[config.mk]
export PLATFORM = sky130hd
export DESIGN_NAME = particle_sensor_frame_parser_flat
export DESIGN_NICKNAME = d
export VERILOG_FILES = /design/src/hdl/psfp_pkg.sv /design/src/hdl/psfp_if.sv /design/src/hdl/particle_sensor_frame_parser.sv /design/src/hdl/psfp_in_reg.sv /design/src/hdl/psfp_parser.sv /design/src/hdl/psfp_out_reg.sv /design/src/flat_wrapper.sv
export SDC_FILE = /design/constraint.sdc
export NUM_CORES = 1
export LEC_CHECK = 0
export BUFFER_PORTS_ARGS = -buffer_cell sky130_fd_sc_hd__buf_2
export CORE_MARGIN = 2
export CORE_UTILIZATION = 50
export CTS_CLUSTER_SIZE = 10
export DETAILED_ROUTE_END_ITERATION = 10
export GPL_TIMING_DRIVEN = 0
export PLACE_DENSITY = 0.77
export SLEW_MARGIN = 20
export SYNTH_ARGS = -nofsm -noshare
export SYNTH_HDL_FRONTEND = slang
export SYNTH_SLANG_ARGS = --single-unit
export TNS_END_PERCENT = 5
[constraint.sdc]
create_clock -name clk -period 35.3 [get_ports clk]
set_clock_uncertainty 0.2 [all_clocks]
set_input_delay 3.53 -clock clk [delete_from_list [all_inputs] [get_ports clk]]
set_output_delay 3.53 -clock clk [all_outputs]
set_load 0.02 [all_outputs]
[src/hdl/psfp_pkg.sv]
// Shared types and constants of the particle sensor frame parser.
package psfp_pkg;

  localparam logic [7:0] START_BYTE_A = 8'h42;
  localparam logic [7:0] START_BYTE_B = 8'h4D;
  localparam int unsigned LEN_SHORT_VAL = 2 * 9 + 2;
  localparam int unsigned LEN_LONG_VAL = 2 * 13 + 2;
  localparam logic [7:0] LEN_SHORT = 8'(LEN_SHORT_VAL);
  localparam logic [7:0] LEN_LONG = 8'(LEN_LONG_VAL);
  localparam int unsigned WORD_COUNT = 12;

  // Byte positions within a frame.
  localparam int unsigned POS_WIDTH = 5;
  localparam logic [POS_WIDTH-1:0] POS_START_A = 5'd0;
  localparam logic [POS_WIDTH-1:0] POS_START_B = 5'd1;
  localparam logic [POS_WIDTH-1:0] POS_LEN_HI = 5'd2;
  localparam logic [POS_WIDTH-1:0] POS_LEN_LO = 5'd3;
  localparam logic [POS_WIDTH-1:0] POS_PAYLOAD = 5'd4;
  localparam logic [POS_WIDTH-1:0] POS_CHK_HI_SHORT = 5'(LEN_SHORT_VAL + 2);
  localparam logic [POS_WIDTH-1:0] POS_CHK_HI_LONG = 5'(LEN_LONG_VAL + 2);

  typedef struct packed {
    logic [15:0] pm1_std;
    logic [15:0] pm25_std;
    logic [15:0] pm10_std;
    logic [15:0] pm1_atm;
    logic [15:0] pm25_atm;
    logic [15:0] pm10_atm;
    logic [15:0] count_03;
    logic [15:0] count_05;
    logic [15:0] count_10;
    logic [15:0] count_25;
    logic [15:0] count_50;
    logic [15:0] count_100;
  } result_t;

  typedef struct packed {
    logic    hit;
    result_t words;
  } parse_out_t;

endpackage

[src/hdl/psfp_if.sv]
// Stream interfaces for the received bytes and the decoded results.
interface psfp_byte_if;
  logic       valid;
  logic       ready;
  logic [7:0] rx_byte;

  modport source (output valid, output rx_byte, input ready);
  modport sink (input valid, input rx_byte, output ready);
endinterface

interface psfp_result_if;
  logic              valid;
  logic              ready;
  psfp_pkg::result_t data;

  modport source (output valid, output data, input ready);
  modport sink (input valid, input data, output ready);
endinterface

[src/hdl/particle_sensor_frame_parser.sv]
// Top level of the particle sensor serial frame parser.
//
// Bytes from the sensor's serial link arrive on the rx channel, one per
// transaction. The parser hunts for the start pair 0x42 0x4D, checks the
// big-endian frame length (20 or 28), stores the first PAYLOAD_BYTES payload
// bytes and keeps a 16-bit running sum of everything before the checksum.
// When the trailing checksum matches, one transaction on the res channel
// carries twelve big-endian words from payload bytes 0 to 23, of which a short
// frame renews 0 to 17. A bad start, length or checksum silently resumes hunting.
//
// Each byte goes through an input register and then the combinational parse
// logic into the result register, so res.valid rises when the last checksum
// byte moves from the input register into the parser. One byte is accepted
// every cycle while the receiver keeps up.
// Reset clears the frame position, sums and the payload store at once.
// While a result waits on a stalled receiver the input register still takes
// one more byte; after that rx.ready drops until the result is taken.
module particle_sensor_frame_parser #(
  parameter int unsigned PAYLOAD_BYTES = 24
) (
  input  logic          clk,
  input  logic          rst,
  psfp_byte_if.sink     rx,
  psfp_result_if.source res
);

  logic                 byte_valid;
  logic [7:0]           byte_data;
  logic                 out_free;
  logic                 advance;
  psfp_pkg::parse_out_t parse_out;

  // The registered byte moves into the parser whenever the result register
  // can take whatever that byte produces.
  assign advance = byte_valid && out_free;

  psfp_in_reg u_in_reg (
    .clk        (clk),
    .rst        (rst),
    .rx         (rx),
    .advance    (advance),
    .byte_valid (byte_valid),
    .byte_data  (byte_data)
  );

  psfp_parser #(
    .PAYLOAD_BYTES (PAYLOAD_BYTES)
  ) u_parser (
    .clk       (clk),
    .rst       (rst),
    .advance   (advance),
    .byte_data (byte_data),
    .parse_out (parse_out)
  );

  psfp_out_reg u_out_reg (
    .clk       (clk),
    .rst       (rst),
    .advance   (advance),
    .parse_out (parse_out),
    .out_free  (out_free),
    .res       (res)
  );

  // A byte held by a stalled parser stays in the input register unchanged.
  a_in_hold: assert property (@(posedge clk) disable iff (rst)
    (byte_valid && !out_free) |=> (byte_valid && $stable(byte_data)))
    else $error("input register lost a stalled byte");

  // A new result only shows up after the parser found a checksum match.
  a_res_source: assert property (@(posedge clk) disable iff (rst)
    $rose(res.valid) |-> $past(parse_out.hit))
    else $error("result appeared without a checksum match");

endmodule

[src/hdl/psfp_in_reg.sv]
// Input register stage holding one received byte.
module psfp_in_reg (
  input  logic       clk,
  input  logic       rst,
  psfp_byte_if.sink  rx,
  input  logic       advance,
  output logic       byte_valid,
  output logic [7:0] byte_data
);

  assign rx.ready = !byte_valid || advance;

  always_ff @(posedge clk) begin
    if (rst) begin
      byte_valid <= 1'b0;
    end else if (rx.valid && rx.ready) begin
      byte_valid <= 1'b1;
    end else if (advance) begin
      byte_valid <= 1'b0;
    end
  end

  always_ff @(posedge clk) begin
    if (rx.valid && rx.ready) begin
      byte_data <= rx.rx_byte;
    end
  end

endmodule

[src/hdl/psfp_parser.sv]
// Frame position tracking, checksum, payload store and result decode.
module psfp_parser #(
  parameter int unsigned PAYLOAD_BYTES = 24
) (
  input  logic                 clk,
  input  logic                 rst,
  input  logic                 advance,
  input  logic [7:0]           byte_data,
  output psfp_pkg::parse_out_t parse_out
);

  localparam int unsigned AW = $clog2(PAYLOAD_BYTES);
  localparam int unsigned PW = psfp_pkg::POS_WIDTH;

  logic [PW-1:0] pos, pos_next;
  logic [15:0]   running_sum, running_sum_next;
  logic [7:0]    len_hi, len_hi_next;
  logic          is_long, is_long_next;
  logic [7:0]    chk_hi, chk_hi_next;
  logic [7:0]    store [PAYLOAD_BYTES];

  logic [PW-1:0] chk_pos;
  logic [PW-1:0] idx;
  logic          store_we;
  logic          hit;
  logic [15:0]   words [psfp_pkg::WORD_COUNT];

  assign chk_pos = is_long ? psfp_pkg::POS_CHK_HI_LONG : psfp_pkg::POS_CHK_HI_SHORT;
  assign idx = pos - psfp_pkg::POS_PAYLOAD;

  always_comb begin
    pos_next = pos + 1'b1;
    running_sum_next = running_sum + 16'(byte_data);
    len_hi_next = len_hi;
    is_long_next = is_long;
    chk_hi_next = chk_hi;
    store_we = 1'b0;
    hit = 1'b0;
    case (pos)
      psfp_pkg::POS_START_A: begin
        running_sum_next = 16'(byte_data);
        if (byte_data != psfp_pkg::START_BYTE_A) begin
          pos_next = psfp_pkg::POS_START_A;
          running_sum_next = running_sum;
        end
      end
      psfp_pkg::POS_START_B: begin
        if (byte_data != psfp_pkg::START_BYTE_B) begin
          pos_next = psfp_pkg::POS_START_A;
          running_sum_next = running_sum;
        end
      end
      psfp_pkg::POS_LEN_HI: begin
        len_hi_next = byte_data;
      end
      psfp_pkg::POS_LEN_LO: begin
        // The length is valid only with a zero high byte.
        is_long_next = (byte_data == psfp_pkg::LEN_LONG);
        if (len_hi != 8'd0 ||
            (byte_data != psfp_pkg::LEN_SHORT && byte_data != psfp_pkg::LEN_LONG)) begin
          pos_next = psfp_pkg::POS_START_A;
          running_sum_next = running_sum;
          is_long_next = is_long;
        end
      end
      default: begin
        if (pos == chk_pos) begin
          chk_hi_next = byte_data;
          running_sum_next = running_sum;
        end else if (pos == chk_pos + 1'b1) begin
          pos_next = psfp_pkg::POS_START_A;
          running_sum_next = running_sum;
          hit = (running_sum == {chk_hi, byte_data});
        end else begin
          store_we = (6'(idx) < 6'(PAYLOAD_BYTES));
        end
      end
    endcase
  end

  always_ff @(posedge clk) begin
    if (rst) begin
      pos <= psfp_pkg::POS_START_A;
      running_sum <= 16'd0;
      len_hi <= 8'd0;
      is_long <= 1'b0;
      chk_hi <= 8'd0;
      for (int i = 0; i < PAYLOAD_BYTES; i++) begin
        store[i] <= 8'd0;
      end
    end else if (advance) begin
      pos <= pos_next;
      running_sum <= running_sum_next;
      len_hi <= len_hi_next;
      is_long <= is_long_next;
      chk_hi <= chk_hi_next;
      if (store_we) begin
        store[idx[AW-1:0]] <= byte_data;
      end
    end
  end

  for (genvar k = 0; k < psfp_pkg::WORD_COUNT; k++) begin : g_word
    assign words[k] = {store[2*k], store[2*k+1]};
  end

  assign parse_out.hit = advance && hit;
  assign parse_out.words.pm1_std = words[0];
  assign parse_out.words.pm25_std = words[1];
  assign parse_out.words.pm10_std = words[2];
  assign parse_out.words.pm1_atm = words[3];
  assign parse_out.words.pm25_atm = words[4];
  assign parse_out.words.pm10_atm = words[5];
  assign parse_out.words.count_03 = words[6];
  assign parse_out.words.count_05 = words[7];
  assign parse_out.words.count_10 = words[8];
  assign parse_out.words.count_25 = words[9];
  assign parse_out.words.count_50 = words[10];
  assign parse_out.words.count_100 = words[11];

  // A match can only come on the low checksum byte of a short or long frame.
  a_hit_at_checksum: assert property (@(posedge clk) disable iff (rst)
    parse_out.hit |-> (pos == psfp_pkg::POS_CHK_HI_SHORT + 1'b1 ||
                       pos == psfp_pkg::POS_CHK_HI_LONG + 1'b1))
    else $error("result produced away from the checksum byte");

  // A wrong first start byte keeps the parser hunting.
  a_hunt_holds: assert property (@(posedge clk) disable iff (rst)
    (advance && pos == psfp_pkg::POS_START_A && byte_data != psfp_pkg::START_BYTE_A)
      |=> pos == psfp_pkg::POS_START_A)
    else $error("parser left hunting without a start byte");

endmodule

[src/hdl/psfp_out_reg.sv]
// Result register that holds a decoded frame until it is taken.
module psfp_out_reg (
  input  logic                 clk,
  input  logic                 rst,
  input  logic                 advance,
  input  psfp_pkg::parse_out_t parse_out,
  output logic                 out_free,
  psfp_result_if.source        res
);

  assign out_free = !res.valid || res.ready;

  always_ff @(posedge clk) begin
    if (rst) begin
      res.valid <= 1'b0;
    end else if (advance) begin
      res.valid <= parse_out.hit;
    end else if (res.ready) begin
      res.valid <= 1'b0;
    end
  end

  always_ff @(posedge clk) begin
    if (advance && parse_out.hit) begin
      res.data <= parse_out.words;
    end
  end

endmodule
[src/flat_wrapper.sv]
// flat-port wrapper written by rule: the top's interface ports become plain ports
module particle_sensor_frame_parser_flat 
#(
  parameter int unsigned PAYLOAD_BYTES = 24
)
  (clk, rst, rx_valid, rx_rx_byte, rx_ready, res_valid, res_data, res_ready);
  psfp_byte_if rx_i ();
  psfp_result_if res_i ();
  input  logic clk;
  input  logic rst;
  input wire logic [$bits(rx_i.valid)-1:0] rx_valid;
  input wire logic [$bits(rx_i.rx_byte)-1:0] rx_rx_byte;
  output wire logic [$bits(rx_i.ready)-1:0] rx_ready;
  output wire logic [$bits(res_i.valid)-1:0] res_valid;
  output wire logic [$bits(res_i.data)-1:0] res_data;
  input wire logic [$bits(res_i.ready)-1:0] res_ready;
  assign rx_i.valid = rx_valid;
  assign rx_i.rx_byte = rx_rx_byte;
  assign rx_ready = rx_i.ready;
  assign res_valid = res_i.valid;
  assign res_data = res_i.data;
  assign res_i.ready = res_ready;
  particle_sensor_frame_parser #(.PAYLOAD_BYTES(PAYLOAD_BYTES)) u_core (.clk(clk), .rst(rst), .rx(rx_i), .res(res_i));
endmodule
After elaboration in Yosys (flattened, before gate mapping)
Memories as Yosys holds them, arrays and structs flattened. A register that Yosys moved wholly into a read port is not among the register bits.
Cells that the tools add are included.
Widths: inputs -> output; s select.
{"block": "totals", "ff_bits": 48, "latch_bits": 0, "ram_bits": 192, "romBits": 0, "inputBits": 12, "word_cells": 84, "mem_count": 1}
{"block": "op_classes", "add_sub_neg": 4, "n_mul": 0, "n_div": 0, "magnitude_cmp": 1, "eq_ne": 16, "n_shift": 0, "n_mux": 32, "n_bitwise": 2, "n_reduce_logical": 20}
{"name": "u_core.u_parser.store", "words": 24, "width": 8, "read_ports": 24, "rd_clocked_by_memory_dff": 24, "write_ports": 24, "line": "psfp_parser.sv:20", "source": "logic [7:0] store [PAYLOAD_BYTES];"}
{"cell": "$mux 16", "count": 5}
{"cell": "$pmux 16 s4", "count": 1}
{"cell": "$mux 5", "count": 6}
{"cell": "$pmux 5 s4", "count": 1}
{"cell": "$mux 1", "count": 17}
{"cell": "$add 16x8->16", "count": 1}
{"cell": "$eq 16x16->1", "count": 1}
{"cell": "$ne 8x5->1 const B", "count": 2}
{"cell": "$ne 8x7->1 const B", "count": 2}
{"cell": "$add 5x1->5 const B", "count": 2}
{"cell": "$eq 5x2->1 const B", "count": 2}
{"cell": "$eq 5x5->1", "count": 2}
{"cell": "$ne 5x1->1 const B", "count": 2}
{"cell": "$eq 8x5->1 const B", "count": 1}
{"cell": "$mux 8", "count": 1}
{"cell": "$reduce_bool 8->1", "count": 1}
{"cell": "$reduce_or 8->1", "count": 1}
{"cell": "$ne 2x2->1 const B", "count": 3}
{"cell": "$reduce_and 3->1", "count": 2}
{"cell": "$reduce_and 6->1", "count": 1}
{"cell": "$eq 5x1->1 const B", "count": 1}
{"cell": "$logic_and 1x1->1", "count": 5}
{"cell": "$logic_not 5->1", "count": 1}
{"cell": "$lt 5x5->1 const B", "count": 1}
{"cell": "other kinds (8)", "count": 13}

Logic depth before layout (Yosys ltp)
Gate-level depths: netlist of run 1.
{"block": "depth", "word_depth": 12, "depth_mapped": 10}

Cells and area by module
From an unflattened synthesis of run 1, not the netlist that was laid out.
{"block": "hier_totals", "hier_cells": 969, "area_unflattened_um2": 15845.2}
{"module": "psfp_parser", "instances": 1, "cells_per_inst": 758, "area_per_inst_um2": 9718.1, "seq_area_each_um2": 6526.3}
{"module": "psfp_out_reg", "instances": 1, "cells_per_inst": 197, "area_per_inst_um2": 5825.6, "seq_area_each_um2": 5785.5}
{"module": "psfp_in_reg", "instances": 1, "cells_per_inst": 13, "area_per_inst_um2": 295.3, "seq_area_each_um2": 260.2}
{"module": "particle_sensor_frame_parser", "instances": 1, "cells_per_inst": 1, "area_per_inst_um2": 6.3, "seq_area_each_um2": 0.0}

Least setup slack after synthesis of run 1
No wires, ideal clock.
{"block": "synth_timing", "path_type": "in2reg", "startpoint": "in res_ready", "endpoint": "reg res_data[0] (netlist name)", "arrival_ps": 22041, "required_time_ps": 33881, "setup_slack_ps": 11840, "cell_stages": 5, "n_path_buf": 1, "cell_sequence": "nand2b_1 > and2_1 > clkbuf_1 > nand2_1 > nor4_1"}
{"block": "synth_between", "elab_chain_cells": 4}
{"item": "start, declared", "line": "flat_wrapper.sv:16", "source": "input wire logic [$bits(res_i.ready)-1:0] res_ready;"}
{"item": "$logic_or 1x1->1 (*)", "line": "psfp_out_reg.sv:11", "source": "assign out_free = !res.valid || res.ready;"}
{"item": "$logic_and 1x1->1 (*)", "line": "particle_sensor_frame_parser.sv:35", "source": "assign advance = byte_valid && out_free;"}
{"item": "$logic_and 1x1->1", "line": "psfp_parser.sv:107", "source": "assign parse_out.hit = advance && hit;"}
{"item": "$logic_and 1x1->1 (*)", "line": "psfp_out_reg.sv:24", "source": "if (advance && parse_out.hit) begin"}
Mark *: on every way between the ends. The rest lies on a longest branch, timed or not.
A chain may end at the register's enable or synchronous reset.

Worst setup path in the final report of run 1
{"block": "layout_timing", "startpoint": "in res_ready", "endpoint": "out rx_ready"}
{"block": "layout_between", "elab_chain_cells": 3}
{"item": "$logic_or 1x1->1", "line": "psfp_out_reg.sv:11"}
{"item": "$logic_and 1x1->1", "line": "particle_sensor_frame_parser.sv:35"}
{"item": "$logic_or 1x1->1", "line": "psfp_in_reg.sv:11", "source": "assign rx.ready = !byte_valid || advance;"}
{"item": "end, declared", "line": "flat_wrapper.sv:13", "source": "output wire logic [$bits(rx_i.ready)-1:0] rx_ready;"}
No other way between the ends.

==> impl_metrics.toml, run 1 <==
[min_path]
whs_endpoint = "res_data[5]"
hp-class = "register to register"
hold_start = "u_core.u_parser.store[23][5]"
whs_path_depth = 0

[timing]
rsz0062_at_grt = "no"
fmax_ghz = 0.125
finalCritPeriodShare_pct = 22.6
final.setup.tns_ps = 0
worstMarginPinSlew_ps = 896
setup_viol = 0
period_minus_slack_ps = 7980
slew_headroom_pct = 40.1
finalHoldViolCount = 0
drv_slew = 0

[floorplan]
die_y_um = 182
die-area_um2 = 33200
pin_count = 206
start_util_pct = 50.6
core_um2 = 31400
fp.dieW_um = 182
rows = 65

[detailed_routing]
ant_nets = 0
drc_errors = 0
wl_per_cell_um = 19.6
num_vias = 8785
vias_per_cell = 5.24
drtPass1Iterations = 5
initialDrtViolationCount = 721
routed_wl_mm = 32.8

[clocking]
holdBufCountCts = 0
cts_sinks = 432
htreeDepth = 2
insertion_delay_ps = 560
tritoncts = "yes"
numCtsBuffers = 50
cts_root_buf = "clkbuf_16"
clk_pin_slew_worst_paths_ps = 50
cts.path.max_buffers = 3
cts_resized = 0
postCtsSetupBuffers = 0

[global_route]
grt_pass1_wl_mm = 49.8
grt_usage_pct = 19.9
use_met1_pct = 26.2
antenna_found_initial = 1
busiest_layer = "met2"
grt_max_degree = 14
grt_pass1_vias = 8769
grt-ovfl-total = 0
grtUsageMet3_pct = 4.13
grt.met2_usage_pct = 33.2

[synth]
synth_warnings = 0
synth-edff-count = 392
syn_avg_cell_area_um2 = 16.6
synthFlopType = "edfxtp_1"
netlist_instances = 957
synth_top_area_share_pct = 74.2
ys_types = 57
syn-num-nets = 985
yosysTopAreaCell = "edfxtp_1"
synth_seq_cells = 432
synth_area_leaders = "edfxtp_1 74%, and2_1 7.6%, dfxtp_1 5.0%"
async_flop_share_pct = 0
netlist_area_um2 = 15900
synth_seq_area_share_pct = 79.2

[placed_design]
place.gp.congestion = 0.808
dpl.hpwl_mm = 22.1
portBuffers = 205

[pwr]
irDropWorstVdd_uv = 37.7
comb_power_share_pct = 2.2
power_switching_uw = 207
powerDensity_nw_per_um2 = 55.0
seq_power_share_pct = 54.2
switching_share_pct = 19.8
power.internal_uw = 838
p_leak_uw = 0.00708
total_power_uw = 1050
p_clk_share_pct = 43.6

[run_status]
outcome = "complete, no violations"

[final_layout]
layout-drive-gt1-share_pct = 26.4
area_growth_syn_to_layout_pct = 19.7
nets = 1271

[critical_path]
worst-path-max-fanout = 3
r2r-start = "u_core.u_parser.pos[0]"
r2r_end = "res_data[94]"
cp-end-kind = "primary output"
worst_ep_arrival_time_ps = 4250
critPathKind = "input pin to primary output"
startpoint_type = "input pin"
reg2reg_slack_ps = 30940
ff2ff_path_depth = 11
crit_required_ps = 31570

[flow_run]
cap_violations = 0
-- cell type report --
class,instances,area (µm²)
sequential,432,12600
fill,2270,12400
multi-input combinational,477,3100
clock buffer,78,1360
timing repair buffer,234,1190
tap,402,503
buffer,40,173
clock inverter,6,77.6
inverter,8,30.0
antenna,1,2.50
-- metal layers --
layer	wire length, µm	vias to the layer above	part of all wire (%)
met5	0	-	0
met4	950	0	2.9
met3	2210	73	6.7
met2	16100	329	49
met1	13600	4328	41
li1	-	4055	-
-- registers in the layout, indices dropped and copies added, names as in the netlist --
| signal | count |
|---|---|
| u_core.u_parser.running_sum | 16 |
| u_core.u_in_reg.byte_valid | 1 |
| u_core.u_parser.len_hi | 8 |
| res_data | 192 |
| u_core.u_parser.is_long | 1 |
| u_core.u_in_reg.byte_data | 8 |
| u_core.u_parser.store | 192 |
| u_core.u_parser.chk_hi | 8 |
| u_core.u_out_reg.res.valid | 1 |
| u_core.u_parser.pos | 5 |
-- synthesized netlist by cell type (2+ instances only) --
library cell / instances
or3_1: 7
dfxtp_1: 40
inv_1: 8
o21ai_0: 8
nor4_1: 8
xnor2_1: 13
a21o_1: 3
o31ai_1: 3
or2_2: 25
nor2b_1: 4
mux2i_1: 21
o211ai_1: 3
clkbuf_1: 33
a21oi_1: 19
nand3b_1: 3
nand3_1: 11
nand2b_1: 4
nand2_1: 22
or4_1: 4
and2_1: 194
nor2_1: 60
edfxtp_1: 392
nand4_1: 8
a211oi_1: 7
buf_2: 3
ha_1: 15
a221oi_1: 2
a31oi_1: 2
xor2_1: 3
buf_4: 3
nor3_1: 3
-- critical path: stages --
cell	delay, ps
buf_2	100
nor2b_1	270
nand2_1	160
buf_2	180
-- cell usage in the layout, fill, tap and decap left out, drive strengths merged, types with 19 or more instances in the layout --
master / count
edfxtp: 392
buf: 241
and2: 195
clkbuf: 111
nor2: 61
dfxtp: 40
or2: 25
nand2: 22
mux2i: 21
a21oi: 19
-- kinds of logic (layout without fill, tap and decap cells) --
group                    count (synthesis)  after routing  synth area share [%]
AO/OA/AOI/OAI                           56             56                  2.37
XOR/XNOR                                16             16                 0.883
adder cells (fa/ha/maj)                 16             16                  1.31
buffers and inverters                   48            366                  1.28
flip-flops                             432            432                  79.2
multiplexers                            22             22                  1.40
other                                    0              1                     0
AND/OR/NAND/NOR                        367            367                  13.6
-- through the flow --
stage	area (µm²)	hold slack (ps)	util [%]	setup slack [ps]	instances
after floorplan	15900	200	-	11840	957
after global placement	17400	201	55.4	5000	1564
after detailed placement	17600	205	56.0	27360	1593
after CTS	19000	206	60.5	27360	1677
after global routing	19000	218	60.5	27310	1677
final	19000	204	60.5	27320	1678
-- power by group through the flow --
stage          Combinational [µW]  Sequential, µW  Clock (µW)
6_report                     22.6             567         456
5_1_grt                      24.5             568         485
4_1_cts                      22.9             567         462
3_5_place_dp                 22.8             578           0
3_3_place_gp                 22.4             577           0
2_1_floorplan                12.8             576           0
-- worst max-delay path by stage --
| stage | slack (ps) | to | from |
|---|---|---|---|
| 2_1_floorplan | 11840 | res_data[0] | res_ready |
| 3_3_place_gp | 5000 | res_data[151] | res_ready |
| 3_5_place_dp | 27360 | rx_ready | res_ready |
| 4_1_cts | 27360 | rx_ready | res_ready |
| 5_1_grt | 27310 | rx_ready | res_ready |
| 6_report | 27320 | rx_ready | res_ready |
Note: power is estimated with default switching activity, not from simulation.
==> inputs of run 2 (changes only) <==
==> constraint.sdc (replaced) <==
create_clock -name clk -period 8.36 [get_ports clk]
set_clock_uncertainty 0.2 [all_clocks]
set_input_delay 0.836 -clock clk [delete_from_list [all_inputs] [get_ports clk]]
set_output_delay 0.836 -clock clk [all_outputs]
set_load 0.02 [all_outputs]
==> run 2 against run 1 <==
Cell area barely moved. Power rose to 4.2 times the previous value. Via count fell by 1.2%. Count of clock-buffer cells in the layout fell by 3. Non-clock buffer count fell by 12. Die area did not move. Worst setup slack got worse by 23000 ps. Global-route usage fell by 0.26 points. Cell count fell by 0.89%. Clock power rose to 4.1 times the previous value.
==> impl_metrics.toml, run 2 (synthesized netlist as in run 1, its figures left out) <==
[clocking]
holdBufCountCts = 0
numCtsBuffers = 49
clk_pin_slew_worst_paths_ps = 50
cts_sinks = 432
insertion_delay_ps = 550
cts_resized = 0
tritoncts = "yes"
postCtsSetupBuffers = 0
cts_root_buf = "clkbuf_16"
cts.path.max_buffers = 3
htreeDepth = 2

[global_route]
grt_pass1_vias = 8499
grt_max_degree = 15
antenna_found_initial = 1
grt_usage_pct = 19.6
grt_pass1_wl_mm = 49.3
grt-ovfl-total = 0

[timing]
fmax_ghz = 0.256
finalHoldViolCount = 0
setup_viol = 0
drv_slew = 0
period_minus_slack_ps = 3910
rsz0062_at_grt = "no"
finalCritPeriodShare_pct = 46.7
slew_headroom_pct = 39.3
worstMarginPinSlew_ps = 902

[final_layout]
layout-drive-gt1-share_pct = 25.5
area_growth_syn_to_layout_pct = 19.7
nets = 1258
stdcell_count = 1663
final_cell_mix = "392 x edfxtp_1, 208 x buf_2, 194 x and2_1"
mostFrequentLayoutCell = "edfxtp_1"
fill_cells = 2286

[critical_path]
startpoint_type = "register"
crit_path_top_delay_cell = "nor3b_1"
max_stage_delay_ps = 600
worst-path-max-fanout = 14
cp-end-kind = "register"
critPathKind = "register to register"
ff2ff_path_depth = 9
path_cells = "ha_1, clkbuf_1, nor3b_1, nand4_1, nor4_4, buf_4, buf_6, buf_6, buf_4"
crit_required_ps = 8410
reg2reg_slack_ps = 4450
r2r_end = "res_data[118]"
worst_ep_arrival_time_ps = 3950
r2r-start = "u_core.u_parser.pos[0]"
crit_start = "u_core.u_parser.pos[0]"

[pwr]
p_clk_share_pct = 42.9
comb_power_share_pct = 2.2
p_leak_uw = 0.00700
irDropWorstVdd_uv = 132
power.internal_uw = 3490
total_power_uw = 4360
switching_share_pct = 20.0
power_switching_uw = 871
powerDensity_nw_per_um2 = 230
seq_power_share_pct = 54.9

[detailed_routing]
ant_nets = 0
num_vias = 8682
wl_per_cell_um = 19.7
vias_per_cell = 5.22
routed_wl_mm = 32.7
drtPass1Iterations = 7
initialDrtViolationCount = 901
drc_errors = 0

[floorplan]
fp.dieW_um = 182
pin_count = 206
start_util_pct = 50.6
core_um2 = 31400
rows = 65
die-area_um2 = 33200
die_y_um = 182

[min_path]
hold_start = "u_core.u_parser.store[1][3]"
whs_path_depth = 0
whs_endpoint = "res_data[179]"
hp-class = "register to register"

[placed_design]
dpl.hpwl_mm = 22.0
place.gp.congestion = 0.839
placedCellCount = 1581
portBuffers = 205

[flow_run]
cap_violations = 0

[run_status]
outcome = "complete, no violations"
==> run 2: cell count changes in the layout (fill, tap and decap cells not counted), sizes merged <==
cell / before / now
bufinv: 1 / 0
clkinv: 2 / 4
inv: 11 / 10
clkbuf: 111 / 108
buf: 241 / 229
==> run 2: power groups by stage <==
stage          Sequential (µW)  Combinational [µW]  Clock, µW
6_report                  2390                96.8       1870
5_1_grt                   2400                 105       1990
4_1_cts                   2390                97.3       1900
3_5_place_dp              2440                97.5          0
3_3_place_gp              2440                94.2          0
2_1_floorplan             2430                54.1          0
==> run 2: final cells by class <==
type                            count  area (µm²)  share of cell area (%)
Antenna cell                        1        2.50                  0.0132
Sequential cell                   432       12600                    66.2
Inverter                            8        30.0                   0.158
Timing Repair Buffer              222        1210                    6.35
Clock buffer                       75        1320                    6.97
Buffer                             40         173                   0.909
Clock inverter                      6        71.3                   0.375
Multi-Input combinational cell    477        3110                    16.4
Tap cell                          402         503                    2.65
==> run 2: worst max path at each step <==
stage | to | cells past startpoint
after floorplan | res_data[0] | 5
after global placement | res_data[128] | 5
after detailed placement | res_data[116] | 9
after CTS | res_data[128] | 9
after global routing | res_data[128] | 9
final | res_data[118] | 9
==> run 2: routing by layer <==
| layer | GRT usage (%) | share of wire [%] | up-vias |
|---|---|---|---|
| li1 | - | - | 4033 |
| met1 | 25.9 | 41 | 4285 |
| met2 | 33.2 | 50 | 309 |
| met3 | 3.77 | 6.0 | 55 |
| met4 | 6.23 | 2.6 | 0 |
| met5 | 0 | 0 | - |
==> run 2: critical path: cells and delay by family, from the launching register on <==
family	cells	cell delay, ps
buffers and inverters	5	1360
and+or+nand+nor	3	1460
DFF	1	400
adders and majority gates	1	170
==> run 2: through the flow <==
step	setup TNS (ps)	hold slack [ps]	setup slack [ps]	utilization (%)	instance area [µm²]
2_1_floorplan	0	200	192	-	15900
3_3_place_gp	-422020	201	-2200	55.5	17400
6_report	0	197	4450	60.5	19000
3_5_place_dp	0	205	4490	56.1	17600
5_1_grt	0	209	4270	60.5	19000
4_1_cts	0	201	4490	60.5	19000
==> inputs of run 3 (changes only) <==
==> constraint.sdc (replaced) <==
create_clock -name clk -period 4.1 [get_ports clk]
set_clock_uncertainty 0.2 [all_clocks]
set_input_delay 0.41 -clock clk [delete_from_list [all_inputs] [get_ports clk]]
set_output_delay 0.41 -clock clk [all_outputs]
set_load 0.02 [all_outputs]
==> run 3 against run 2 <==
Hold slack got worse by 120 ps. Non-clock buffer count increased by 9. Worst setup slack got worse by 3900 ps. Largest power group unchanged. Critical endpoint is now res_data[148]. Clock power increased by 110%. Maximum frequency increased by 11%.
==> impl_metrics.toml, run 3 (synthesized netlist as in run 1, its figures left out) <==
[clocking]
cts_resized = 0
clk_pin_slew_worst_paths_ps = 60
htreeDepth = 2
numCtsBuffers = 49
cts_root_buf = "clkbuf_16"
cts_sinks = 432
cts.path.max_buffers = 3
insertion_delay_ps = 550
tritoncts = "yes"

[flow_run]
cap_violations = 0

[final_layout]
multiInputGateArea_um2 = 3130
final_cell_mix = "392 x edfxtp_1, 208 x buf_2, 194 x and2_1"
nets = 1267
seq_area_um2 = 12600
area_growth_syn_to_layout_pct = 20.6
layout-drive-gt1-share_pct = 25.9
mostFrequentLayoutCell = "edfxtp_1"
stdcell_count = 1671
fill_cells = 2232

[timing]
rsz0062_at_grt = "no"
drv_slew = 0
period_minus_slack_ps = 3530
finalHoldViolCount = 0
setup_viol = 0
slew_headroom_pct = 40.6
fmax_ghz = 0.283
worstMarginPinSlew_ps = 887
finalCritPeriodShare_pct = 86.1
hold_ws_ps = 72.3

[detailed_routing]
drtPass1Iterations = 4
initialDrtViolationCount = 689
drc_errors = 0
ant_nets = 0
num_vias = 8635
routed_wl_mm = 32.8
vias_per_cell = 5.17
wl_per_cell_um = 19.6

[critical_path]
crit_top_cell = "buf_4"
max_stage_delay_ps = 750
reg2reg_slack_ps = 570
crit_required_ps = 4150
startpoint_type = "register"
crit_path_top_delay_cell = "nor4_4"
path_cells = "ha_1, clkbuf_2, nor4_1, nand2_1, nor4_4, buf_4, buf_6, buf_8, buf_4"
critPathKind = "register to register"
cp-end-kind = "register"
worst-path-max-fanout = 13
worst_ep_arrival_time_ps = 3580

[pwr]
irDropWorstVdd_uv = 264
powerDensity_nw_per_um2 = 469
p_leak_uw = 0.00707

[placed_design]
placedCellCount = 1581
place.gp.congestion = 0.821
portBuffers = 205
dpl.hpwl_mm = 21.6

[global_route]
grt_pass1_vias = 8696
grt_usage_pct = 19.8
grt-ovfl-total = 0
grt_pass1_wl_mm = 49.5
grt_max_degree = 15
antenna_found_initial = 3

[floorplan]
fp.dieW_um = 182
die-area_um2 = 33200
die_y_um = 182
pin_count = 206
rows = 65
start_util_pct = 50.6
core_um2 = 31400

[run_status]
outcome = "complete, no violations"

[min_path]
hp-class = "input pin to register"
run 3: cell types whose count changed in the layout (fill, tap and decap cells not counted), sizes merged:
| cell | before | now |
|---|---|---|
| clkbuf | 108 | 110 |
| clkinv | 4 | 2 |
| dlygate4sd3 | 0 | 9 |
| inv | 10 | 9 |
run 3: final cells by class:
| cell class | count | area share (%) |
|---|---|---|
| Sequential cell | 432 | 65.7 |
| Multi-Input combinational cell | 477 | 16.4 |
| Clock buffer | 77 | 7.23 |
| Timing Repair Buffer | 231 | 6.71 |
| Tap cell | 402 | 2.63 |
| Buffer | 40 | 0.987 |
| Clock inverter | 3 | 0.222 |
| Inverter | 8 | 0.157 |
| Antenna cell | 1 | 0.0131 |
run 3: worst paths after layout:
| check | from | to | cells past startpoint |
|---|---|---|---|
| worst max-delay path | u_core.u_in_reg.byte_data[3] | res_data[148] | 9 |
| worst min-delay path | res_ready | u_core.u_in_reg.byte_valid | 4 |
| worst max register to register | u_core.u_in_reg.byte_data[3] | res_data[148] | 9 |
| worst min register to register | u_core.u_parser.store[1][6] | res_data[182] | 0 |
run 3: per-layer routing:
layer | share of wire, % | global-route usage, % | up-vias
met2 | 50 | 33.9 | 273
met1 | 41 | 25.9 | 4243
li1 | - | - | 4050
met4 | 2.7 | 6.65 | 0
met3 | 5.3 | 3.31 | 69
met5 | 0 | 0 | -
run 3: power by group:
group	switching (µW)	internal, µW	total (µW)
logic	155	49.9	204
clock network	1590	2300	3890
registers	27.7	4850	4880
total	1780	7200	8980
run 3: what timing repair did:
item,in CTS,in global routing
hold buffers,9,0
buffers inserted,0,0
endpoints found under the hold margin,9,0
run 3: stage by stage:
step	TNS, ps	util, %	setup WS [ps]	area (µm²)	power [µW]
after global routing	0	61.0	360	19100	9230
after global placement	-1209200	55.6	-6270	17500	5160
after detailed placement	0	56.1	561	17600	5170
after CTS	0	61.0	536	19100	9050
final	0	61.0	569	19100	8980
after floorplan	-748190	-	-3880	15900	5070
run 3: worst max-delay path: cells and delay by family (launching register included):
family                     cells  cell delay (ps)
adders and majority gates      1              310
DFF                            1              470
buffers and inverters          5             1050
and+or+nand+nor                3             1180
